### src/rtl/assert_macros.svh
// ---------------------------------------------------------------------------
// Assertion macros
// Shared concurrent assertion forms for the RTL of the deframer.
// ---------------------------------------------------------------------------
`ifndef ASSERT_MACROS_SVH
`define ASSERT_MACROS_SVH

// A property that must hold at every rising clock edge outside reset.
`define ASSERT_PROP(label, clk, rst_n, prop, msg) \
	label: assert property (@(posedge clk) disable iff (!rst_n) (prop)) else $error(msg);

// A condition that must never be seen at a rising clock edge outside reset.
`define ASSERT_NEVER(label, clk, rst_n, cond, msg) \
	label: assert property (@(posedge clk) disable iff (!rst_n) !(cond)) else $error(msg);

`endif

### src/rtl/fsd_pkg.sv
// ---------------------------------------------------------------------------
// Fiber sample deframer package
// Constants and types shared by the deframer modules and interfaces.
// ---------------------------------------------------------------------------
`default_nettype none

package fsd_pkg;

	localparam int WORD_W       = 32;
	localparam int CHANNEL_W    = 4;
	localparam int ADC_W        = 8;
	localparam int TDC_W        = 7;
	localparam int CAP_ID_W     = 2;
	localparam int NUM_CHANNELS = 8;
	localparam int IDX_W        = 3;
	localparam int COUNT_W      = 4;
	localparam int SAMPLE_LEN   = 11;
	localparam int COUNT_SAT    = 12;

	localparam logic [7:0]  DELIM_BYTE  = 8'hbc;
	localparam logic [15:0] IDLE_HALF_A = 16'hf7fb;
	localparam logic [15:0] IDLE_HALF_B = 16'hbc7c;

	typedef logic [7:0] byte_t;

	// One decoded sample, ready for the result sequencer.
	typedef struct packed {
		byte_t                              header;
		logic [NUM_CHANNELS-1:0][ADC_W-1:0] adc;
		logic [2*NUM_CHANNELS-1:0]          tdc_codes;
		logic                               cap_id_skip;
	} frame_t;

endpackage

`default_nettype wire

### src/rtl/fsd_if.sv
// ---------------------------------------------------------------------------
// Fiber sample deframer channels
// Valid/ready interfaces for fiber words in and channel results out.
// ---------------------------------------------------------------------------
`default_nettype none

interface fsd_word_if;
	import fsd_pkg::*;

	logic              valid;
	logic              ready;
	logic [WORD_W-1:0] fiber_word;
	logic              last_word;

	modport source (output valid, output fiber_word, output last_word, input ready);
	modport sink   (input valid, input fiber_word, input last_word, output ready);
endinterface

interface fsd_result_if;
	import fsd_pkg::*;

	logic                 valid;
	logic                 ready;
	logic [CHANNEL_W-1:0] channel;
	logic [ADC_W-1:0]     adc_value;
	logic [TDC_W-1:0]     tdc_value;
	logic [CAP_ID_W-1:0]  cap_id;
	logic                 crc_error;
	logic                 bunch_zero;
	logic                 cap_id_skip;
	logic                 last_of_frame;

	modport source (
		output valid, output channel, output adc_value, output tdc_value,
		output cap_id, output crc_error, output bunch_zero, output cap_id_skip,
		output last_of_frame, input ready
	);
	modport sink (
		input valid, input channel, input adc_value, input tdc_value,
		input cap_id, input crc_error, input bunch_zero, input cap_id_skip,
		input last_of_frame, output ready
	);
endinterface

`default_nettype wire

### src/rtl/fiber_sample_deframer.sv
// ---------------------------------------------------------------------------
// Fiber sample deframer
// Splits a fiber word stream into 11-byte samples and decodes each one.
// ---------------------------------------------------------------------------
// The block takes one 32-bit fiber word per transaction and can accept a new
// word in every cycle unless the word register is held. Words that close no
// valid sample pass straight through the word register and leave only their
// bytes behind in the sample store. Each decoded sample yields eight channel
// results, one per cycle on the output port while the receiver is ready, so
// the result sequencer sets the sustained rate. A word that completes a
// sample waits in the word register while the sequencer is still sending
// the previous sample, and no word is accepted in that time. Its results
// pass through the sequencer's sample registers and its output register.
// ---------------------------------------------------------------------------
`default_nettype none

`include "assert_macros.svh"

module fiber_sample_deframer (
	input  wire logic                          clk,
	input  wire logic                          arst_n,
	input  wire logic                          cfg_we,
	input  wire logic [fsd_pkg::CHANNEL_W-1:0] cfg_data,
	fsd_word_if.sink                           words,
	fsd_result_if.source                       results
);
	import fsd_pkg::*;

	// The channel offset register. The user must write it only while the block is
	// idle, which the block does not enforce, so that the sequencer may read it directly.
	logic [CHANNEL_W-1:0] channel_base_q;

	// Decoded sample travelling from the splitter to the sequencer.
	frame_t frame;
	logic   frame_valid;
	logic   frame_ready;

	always_ff @(posedge clk or negedge arst_n) begin
		if (!arst_n) begin
			channel_base_q <= '0;
		end else if (cfg_we) begin
			channel_base_q <= cfg_data;
		end
	end

	// The splitter holds the open sample, the byte count and the cap id
	// history. It drops idle halves, breaks samples at delimiter bytes and
	// at the end of the stream, and hands on every sample of exactly eleven
	// bytes together with its cap id skip flag.
	fsd_splitter u_splitter (
		.clk         (clk),
		.arst_n      (arst_n),
		.words       (words),
		.frame       (frame),
		.frame_valid (frame_valid),
		.frame_ready (frame_ready)
	);

	// The sequencer holds one decoded sample and sends its eight channel
	// results through an output register. It takes the next sample in the
	// same cycle as it loads the eighth result of the current one into that register.
	fsd_emitter u_emitter (
		.clk          (clk),
		.arst_n       (arst_n),
		.frame        (frame),
		.frame_valid  (frame_valid),
		.frame_ready  (frame_ready),
		.channel_base (channel_base_q),
		.results      (results)
	);

	// A sample offered to the sequencer must wait unchanged until taken.
	`ASSERT_PROP(a_frame_hold, clk, arst_n, frame_valid && !frame_ready |=> frame_valid && $stable(frame), "decoded sample changed while waiting")

	// The eighth result of a sample belongs to the last channel of the fiber.
	`ASSERT_PROP(a_last_channel, clk, arst_n, results.valid && results.last_of_frame |-> results.channel == CHANNEL_W'(channel_base_q + CHANNEL_W'(NUM_CHANNELS - 1)), "last result on wrong channel")

	// Every TDC value is a non-zero multiple of sixteen.
	`ASSERT_NEVER(a_tdc_form, clk, arst_n, results.valid && (results.tdc_value[3:0] != 4'd0 || results.tdc_value == 7'd0), "malformed TDC value")

endmodule

`default_nettype wire

### src/rtl/fsd_splitter.sv
// ---------------------------------------------------------------------------
// Fiber sample deframer word splitter
// Registers each fiber word, splits it into bytes and assembles samples.
// ---------------------------------------------------------------------------
`default_nettype none

module fsd_splitter (
	input  wire logic          clk,
	input  wire logic          arst_n,
	fsd_word_if.sink           words,
	output fsd_pkg::frame_t    frame,
	output logic               frame_valid,
	input  wire logic          frame_ready
);
	import fsd_pkg::*;

	logic                         valid_s1;
	logic [WORD_W-1:0]            word_s1;
	logic                         last_s1;

	logic [COUNT_W-1:0]           count_q;
	logic [SAMPLE_LEN-1:0][7:0]   stash_q;
	logic [CAP_ID_W-1:0]          prev_cap_q;
	logic                         have_prev_q;

	logic [COUNT_W-1:0]           count_next;
	logic [SAMPLE_LEN-1:0][7:0]   stash_next;
	logic [SAMPLE_LEN-1:0][7:0]   snap;
	logic                         decode;
	logic                         advance;

	// Walk the up to four bytes of the word in stream order.
	always_comb begin
		logic [3:0][7:0] lanes;
		logic [3:0]      keep;
		logic            keep_lo;
		logic            keep_hi;
		keep_lo    = (word_s1[15:0] != IDLE_HALF_A) && (word_s1[15:0] != IDLE_HALF_B);
		keep_hi    = (word_s1[31:16] != IDLE_HALF_A) && (word_s1[31:16] != IDLE_HALF_B);
		keep       = {keep_hi, keep_hi, keep_lo, keep_lo};
		lanes      = {word_s1[23:16], word_s1[31:24], word_s1[7:0], word_s1[15:8]};
		count_next = count_q;
		stash_next = stash_q;
		snap       = stash_q;
		decode     = 1'b0;
		for (int k = 0; k < 4; k++) begin
			if (keep[k]) begin
				if (lanes[k] == DELIM_BYTE) begin
					if (count_next == COUNT_W'(SAMPLE_LEN) && !decode) begin
						decode = 1'b1;
						snap   = stash_next;
					end
					count_next = '0;
				end else begin
					if (count_next < COUNT_W'(SAMPLE_LEN))
						stash_next[count_next] = lanes[k];
					if (count_next < COUNT_W'(COUNT_SAT))
						count_next = count_next + COUNT_W'(1);
				end
			end
		end
		if (last_s1) begin
			if (count_next == COUNT_W'(SAMPLE_LEN) && !decode) begin
				decode = 1'b1;
				snap   = stash_next;
			end
			count_next = '0;
		end
	end

	always_comb begin
		frame.header      = snap[0];
		frame.adc         = snap[8:1];
		frame.tdc_codes   = {snap[10], snap[9]};
		frame.cap_id_skip = have_prev_q && ((prev_cap_q + CAP_ID_W'(1)) != snap[0][3:2]);
	end

	assign frame_valid = valid_s1 && decode;
	assign advance     = valid_s1 && (!decode || frame_ready);
	assign words.ready = !valid_s1 || advance;

	always_ff @(posedge clk or negedge arst_n) begin
		if (!arst_n) begin
			valid_s1    <= 1'b0;
			count_q     <= '0;
			prev_cap_q  <= '0;
			have_prev_q <= 1'b0;
		end else begin
			if (words.ready)
				valid_s1 <= words.valid;
			if (advance) begin
				count_q <= count_next;
				if (last_s1) begin
					prev_cap_q  <= '0;
					have_prev_q <= 1'b0;
				end else if (decode) begin
					prev_cap_q  <= snap[0][3:2];
					have_prev_q <= 1'b1;
				end
			end
		end
	end

	always_ff @(posedge clk) begin
		if (words.valid && words.ready) begin
			word_s1 <= words.fiber_word;
			last_s1 <= words.last_word;
		end
		if (advance)
			stash_q <= stash_next;
	end

endmodule

`default_nettype wire

### src/rtl/fsd_emitter.sv
// ---------------------------------------------------------------------------
// Fiber sample deframer result sequencer
// Holds one decoded sample and sends its eight channel results in turn.
// ---------------------------------------------------------------------------
`default_nettype none

module fsd_emitter (
	input  wire logic                          clk,
	input  wire logic                          arst_n,
	input  wire fsd_pkg::frame_t               frame,
	input  wire logic                          frame_valid,
	output logic                               frame_ready,
	input  wire logic [fsd_pkg::CHANNEL_W-1:0] channel_base,
	fsd_result_if.source                       results
);
	import fsd_pkg::*;

	logic                               held_q;
	logic [IDX_W-1:0]                   idx_q;
	byte_t                              header_q;
	logic [NUM_CHANNELS-1:0][ADC_W-1:0] adc_q;
	logic [2*NUM_CHANNELS-1:0]          tdc_q;
	logic                               skip_q;
	logic                               out_valid_q;
	logic                               load;
	logic                               final_one;

	assign load        = held_q && (!out_valid_q || results.ready);
	assign final_one   = (idx_q == IDX_W'(NUM_CHANNELS - 1));
	assign frame_ready = !held_q || (load && final_one);
	assign results.valid = out_valid_q;

	always_ff @(posedge clk or negedge arst_n) begin
		if (!arst_n) begin
			held_q      <= 1'b0;
			idx_q       <= '0;
			out_valid_q <= 1'b0;
		end else begin
			if (load)
				out_valid_q <= 1'b1;
			else if (results.ready)
				out_valid_q <= 1'b0;
			if (frame_valid && frame_ready) begin
				held_q <= 1'b1;
				idx_q  <= '0;
			end else if (load) begin
				idx_q <= idx_q + IDX_W'(1);
				if (final_one)
					held_q <= 1'b0;
			end
		end
	end

	// The sample shifts down one channel per result sent.
	always_ff @(posedge clk) begin
		if (frame_valid && frame_ready) begin
			header_q <= frame.header;
			adc_q    <= frame.adc;
			tdc_q    <= frame.tdc_codes;
			skip_q   <= frame.cap_id_skip;
		end else if (load) begin
			adc_q <= {ADC_W'(0), adc_q[NUM_CHANNELS-1:1]};
			tdc_q <= {2'b00, tdc_q[2*NUM_CHANNELS-1:2]};
		end
		if (load) begin
			results.channel       <= CHANNEL_W'(channel_base + CHANNEL_W'(idx_q));
			results.adc_value     <= adc_q[0];
			results.tdc_value     <= {3'({1'b0, tdc_q[1:0]} + 3'd1), 4'b0000};
			results.cap_id        <= header_q[3:2];
			results.crc_error     <= header_q[1];
			results.bunch_zero    <= header_q[0];
			results.cap_id_skip   <= skip_q;
			results.last_of_frame <= final_one;
		end
	end

endmodule

`default_nettype wire

### src/flat_wrapper.sv
// flat-port wrapper written by rule: the top's interface ports become plain ports
module fiber_sample_deframer_flat import fsd_pkg::*;
  (clk, arst_n, cfg_we, cfg_data, words_valid, words_fiber_word, words_last_word, words_ready, results_valid, results_channel, results_adc_value, results_tdc_value, results_cap_id, results_crc_error, results_bunch_zero, results_cap_id_skip, results_last_of_frame, results_ready);
  fsd_word_if words_i ();
  fsd_result_if results_i ();
  input  wire logic clk;
  input  wire logic arst_n;
  input  wire logic cfg_we;
  input  wire logic [fsd_pkg::CHANNEL_W-1:0] cfg_data;
  input wire logic [$bits(words_i.valid)-1:0] words_valid;
  input wire logic [$bits(words_i.fiber_word)-1:0] words_fiber_word;
  input wire logic [$bits(words_i.last_word)-1:0] words_last_word;
  output wire logic [$bits(words_i.ready)-1:0] words_ready;
  output wire logic [$bits(results_i.valid)-1:0] results_valid;
  output wire logic [$bits(results_i.channel)-1:0] results_channel;
  output wire logic [$bits(results_i.adc_value)-1:0] results_adc_value;
  output wire logic [$bits(results_i.tdc_value)-1:0] results_tdc_value;
  output wire logic [$bits(results_i.cap_id)-1:0] results_cap_id;
  output wire logic [$bits(results_i.crc_error)-1:0] results_crc_error;
  output wire logic [$bits(results_i.bunch_zero)-1:0] results_bunch_zero;
  output wire logic [$bits(results_i.cap_id_skip)-1:0] results_cap_id_skip;
  output wire logic [$bits(results_i.last_of_frame)-1:0] results_last_of_frame;
  input wire logic [$bits(results_i.ready)-1:0] results_ready;
  assign words_i.valid = words_valid;
  assign words_i.fiber_word = words_fiber_word;
  assign words_i.last_word = words_last_word;
  assign words_ready = words_i.ready;
  assign results_valid = results_i.valid;
  assign results_channel = results_i.channel;
  assign results_adc_value = results_i.adc_value;
  assign results_tdc_value = results_i.tdc_value;
  assign results_cap_id = results_i.cap_id;
  assign results_crc_error = results_i.crc_error;
  assign results_bunch_zero = results_i.bunch_zero;
  assign results_cap_id_skip = results_i.cap_id_skip;
  assign results_last_of_frame = results_i.last_of_frame;
  assign results_i.ready = results_ready;
  fiber_sample_deframer u_core (.clk(clk), .arst_n(arst_n), .cfg_we(cfg_we), .cfg_data(cfg_data), .words(words_i), .results(results_i));
endmodule
### config.mk
export PLATFORM = sky130hd
export DESIGN_NAME = fiber_sample_deframer_flat
export DESIGN_NICKNAME = d
export VERILOG_FILES = /design/src/rtl/fsd_pkg.sv /design/src/rtl/fsd_if.sv /design/src/rtl/fiber_sample_deframer.sv /design/src/rtl/fsd_splitter.sv /design/src/rtl/fsd_emitter.sv /design/src/flat_wrapper.sv
export VERILOG_INCLUDE_DIRS = /design/src /design/src/rtl
export SDC_FILE = /design/constraint.sdc
export NUM_CORES = 1
export LEC_CHECK = 0
export BUFFER_PORTS_ARGS = -buffer_cell sky130_fd_sc_hd__buf_2
export CAP_MARGIN = 10
export CORE_AREA = 8 8 198 200
export DETAILED_ROUTE_END_ITERATION = 10
export DIE_AREA = 0 0 206 208
export SLEW_MARGIN = 25
export SYNTH_ARGS = -nofsm -noshare
export SYNTH_HDL_FRONTEND = slang
export SYNTH_SLANG_ARGS = --single-unit
### constraint.sdc
create_clock -name clk -period 9.7 [get_ports clk]
set_input_delay 0.97 -clock clk [delete_from_list [all_inputs] [get_ports clk]]
set_output_delay 0.97 -clock clk [all_outputs]
set_load 0.02 [all_outputs]
==> results.json <==
{
  "vias_per_cell": 6.456,
  "avgSynthCellArea_sq_um": 9.658,
  "place_inst": 2148,
  "clock_skew_ns": 0.01860,
  "path_delay_family": "compound AO/OA/AOI/OAI gates",
  "synth.distinct_cells": 76,
  "cts_setup_buffers": 0,
  "yosysWarnings": 0,
  "crit_path_max_incr_delay_ns": 0.93,
  "power_density_mw_per_mm2": 380.4,
  "rsz0062_at_grt": "false",
  "ys_seq_area_share_pct": 43.58,
  "instances_no_fill": 2201,
  "fin_area_sq_mm": 0.01820,
  "cts_sinks": 240,
  "num_vias": 14210,
  "numCtsBuffers": 29,
  "dr.pass1.iters": 6,
  "maxCapViolCount": 0,
  "cp_cell_sequence": "nand2b_1 -> or4_1 -> a21oi_2 -> a21oi_1 -> inv_1 -> ha_1 -> inv_1 -> a311oi_1 -> o31a_1 -> o21ai_0 -> a22oi_1 -> inv_1 -> ha_1 -> inv_1 -> nor3_1 -> a211o_1 -> a211o_1 -> o21ai_4 -> nand3_2 -> nand2_4 -> buf_4",
  "setup_viol": 0,
  "grt.overflow.total": 0,
  "relSlewSlack_pct": 27.04,
  "hold_path.class": "input pin to asynchronous set/reset pin",
  "ys_ff_latch": 240,
  "initial_core_util_pct": 45.29,
  "endpoint_kind": "flip-flop",
  "track_usage_pct": 27.47,
  "drt-total-wl_mm": 60.68,
  "fin_util_pct": 50.45,
  "synth_area_sq_mm": 0.01634,
  "power.internal_w": 0.003862,
  "period_needed_ns": 8.189,
  "fp.coreArea_sq_mm": 0.03608,
  "grt_pass1_vias": 13734,
  "post_drt_wl_per_cell_um": 27.57,
  "gp_congestion": 0.9261,
  "async_flop_share_pct": 7.083,
  "slowest_stage": "edfxtp_1",
  "r2r_setup_slack_ns": 1.51,
  "clock_path_buffers": 3,
  "r2r_start": "u_core.u_splitter.word_s1[14]$_DFFE_PP_",
  "drive_gt1_share_pct": 17.20,
  "cts_root_buf": "clkbuf_16",
  "met1_usage_pct": 36.97,
  "use_met2_pct": 42.53,
  "crit_top_cell": "inv_1",
  "remaining_drc_errors": 0,
  "worstPathRequired_ns": 9.93,
  "path_clk_slew_ns": 0.06,
  "rr_worst_depth": 21,
  "p_leak_nw": 7.345,
  "max_freq_ghz": 0.1221,
  "clk_latency_ns": 0.57,
  "layout_commonest_cell": "nand2_1",
  "most-common-layout-cells": "nand2_1, edfxtp_1, mux2i_1",
  "diodes": 0,
  "antenna_found_initial": 0,
  "synth_edf_count": 223,
  "place_area_sq_mm": 0.01721,
  "fp.dieH_um": 208,
  "fp.dieW_um": 206,
  "antenna_left": 0,
  "cts-resized-gates": 0,
  "startpoint_type": "flip-flop",
  "status": "finished clean",
  "fin_setup_tns_ns": 0,
  "grt_max_degree": 63,
  "hold_viol": 0,
  "synth_top_flop_cell": "edfxtp_1",
  "rows": 70,
  "critical_path_class": "flip-flop to flip-flop",
  "layout.nets": 1776,
  "area_growth_pct": 11.39,
  "ioPinCount": 69,
  "grt_pass1_wl_mm": 89.64,
  "busiest_layer": "met2",
  "post-dp-hpwl_mm": 40.97,
  "worst-path-buf-inv": 5,
  "met3_usage_pct": 4.164,
  "cts-htree-levels": 1,
  "ctsHoldBuffers": 0,
  "finalCritPeriodShare_pct": 84.42,
  "finalMaxSlewViolations": 0,
  "worstPathMaxFanout": 62,
  "worst_slew_pin_slew_ns": 1.094,
  "swShare_pct": 44.22,
  "clkPwrFrac_pct": 16.5,
  "crit_arrival_ns": 8.42,
  "cts_tree": "yes",
  "switchingPower_w": 0.003062,
  "hold_slack_ns": 0.3283,
  "ir_drop_v": 0.0002070,
  "synth_cells": 1692,
  "r2r_end": "u_core.u_emitter.adc_q[34]$_DFFE_PP_",
  "drt_iter0_drc": 1670,
  "die-area_sq_mm": 0.04285,
  "seqPwrFrac_pct": 29.6,
  "port_buffers": 64,
  "combPwrFrac_pct": 53.9
}
-- worst register-to-register path, cell delays in order, from the launching register on --
cell and delay [ns]:
edfxtp_1 0.93, nand2b_1 0.15, or4_1 0.74, a21oi_2 0.42
a21oi_1 0.19, inv_1 0.12, ha_1 0.23, inv_1 0.11
a311oi_1 0.42, o31a_1 0.39, o21ai_0 0.16, a22oi_1 0.48
inv_1 0.13, ha_1 0.26, inv_1 0.10, nor3_1 0.09
a211o_1 0.37, a211o_1 0.37, o21ai_4 0.50, nand3_2 0.36
nand2_4 0.80, buf_4 0.52
-- cell usage after synthesis, types with 3 or more instances --
| cell type | instances | area [sq um] |
|---|---|---|
| a211o_1 | 3 | 26.28 |
| a211oi_1 | 12 | 90.09 |
| a21o_1 | 15 | 112.6 |
| a21oi_1 | 80 | 400.4 |
| a21oi_2 | 3 | 26.28 |
| a2bb2oi_1 | 6 | 52.55 |
| a31o_2 | 8 | 70.07 |
| a31oi_1 | 68 | 425.4 |
| a41o_1 | 8 | 80.08 |
| and2_1 | 10 | 62.56 |
| and3_1 | 5 | 31.28 |
| buf_1 | 8 | 30.03 |
| buf_2 | 13 | 65.06 |
| buf_4 | 7 | 52.55 |
| buf_6 | 3 | 33.78 |
| clkbuf_1 | 104 | 390.4 |
| dfrtp_1 | 17 | 425.4 |
| edfxtp_1 | 223 | 6696 |
| ha_1 | 22 | 275.3 |
| inv_1 | 38 | 142.6 |
| mux2_1 | 7 | 78.83 |
| mux2_2 | 97 | 1092 |
| mux2i_1 | 197 | 1972 |
| nand2_1 | 246 | 923.4 |
| nand2b_1 | 9 | 56.30 |
| nand3_1 | 20 | 100.1 |
| nand4_1 | 7 | 43.79 |
| nor2_1 | 128 | 480.5 |
| nor2b_1 | 5 | 31.28 |
| nor3_1 | 19 | 95.09 |
| nor3b_1 | 4 | 30.03 |
| nor4_1 | 6 | 37.54 |
| o211ai_1 | 29 | 217.7 |
| o21a_1 | 29 | 217.7 |
| o21ai_0 | 132 | 660.6 |
| o21ai_1 | 3 | 15.01 |
| o22ai_1 | 33 | 206.5 |
| o31ai_1 | 3 | 22.52 |
| or2_2 | 4 | 25.02 |
| or3_1 | 5 | 31.28 |
| or4_1 | 6 | 45.04 |
| xnor2_1 | 8 | 70.07 |
-- how the worst max path moves through the flow --
stage                                                        from                                        to  slack (ns)  cells past startpoint
after floorplan           u_core.u_splitter.word_s1[11]$_DFFE_PP_  u_core.u_splitter.count_q[0]$_DFFE_PN0P_        2.37                     22
after global routing      u_core.u_splitter.word_s1[11]$_DFFE_PP_      u_core.u_emitter.adc_q[39]$_DFFE_PP_        0.99                     21
final                     u_core.u_splitter.word_s1[14]$_DFFE_PP_      u_core.u_emitter.adc_q[34]$_DFFE_PP_        1.51                     21
after detailed placement   u_core.u_splitter.word_s1[9]$_DFFE_PP_      u_core.u_emitter.adc_q[40]$_DFFE_PP_        1.65                     21
after global placement     u_core.u_splitter.word_s1[9]$_DFFE_PP_      u_core.u_emitter.adc_q[41]$_DFFE_PP_        1.85                     21
after CTS                  u_core.u_splitter.word_s1[9]$_DFFE_PP_                               words_ready        1.59                     20
-- layer usage --
layer	share of wire (%)	vias up
li1	-	6338
met1	40	6917
met2	45	799
met3	9.3	156
met4	5.1	0
met5	0	-
-- final cells by class --
| type | instances | area (sq um) |
|---|---|---|
| well taps | 468 | 585.6 |
| flip-flops and latches | 240 | 7122 |
| fillers | 3249 | 17880 |
| clock buffers | 38 | 832.0 |
| repair buffers | 120 | 793.3 |
| clock inverters | 15 | 156.4 |
| multi-input cells | 1281 | 8568 |
| inverters | 39 | 146.4 |
-- state kept, by name, summed over array words and instances, names as in the netlist, 3 cells and up --
register	count
u_core.u_emitter.adc_q	64
u_core.u_emitter.results.channel	4
u_core.u_splitter.count_q	4
u_core.u_splitter.word_s1	32
u_core.u_emitter.tdc_q	16
u_core.u_emitter.results.adc_value	8
u_core.u_emitter.results.tdc_value	3
u_core.u_emitter.idx_q	3
u_core.u_emitter.header_q	4
u_core.channel_base_q	4
u_core.u_splitter.stash_q	84
-- power by group through the flow --
stage | clock network, W | logic (W) | registers [W]
6_report | 0.00114 | 0.00373 | 0.00205
5_1_grt | 0.00118 | 0.00404 | 0.00208
4_1_cts | 0.00115 | 0.00366 | 0.00204
3_5_place_dp | 0 | 0.00364 | 0.00206
3_3_place_gp | 0 | 0.00357 | 0.00205
2_1_floorplan | 0 | 0.00259 | 0.00199
-- stage by stage --
stage / total power (W) / setup WS [ns]
floorplan: 0.004583 / 2.367
finish: 0.006924 / 1.511
detailed placement: 0.005699 / 1.652
CTS: 0.006851 / 1.595
global route: 0.007309 / 0.9900
global placement: 0.005620 / 1.852
-- cell families after synthesis --
| kind of cell | share of synthesized area (%) |
|---|---|
| fa+ha+maj | 1.807 |
| compound gates | 17.45 |
| mux | 19.23 |
| other cells | 0.02295 |
| simple gates | 13.03 |
| buf+inv | 4.395 |
| flops | 43.58 |
| xor+xnor | 0.4824 |
No activity file was read; power rests on OpenSTA's default activity.
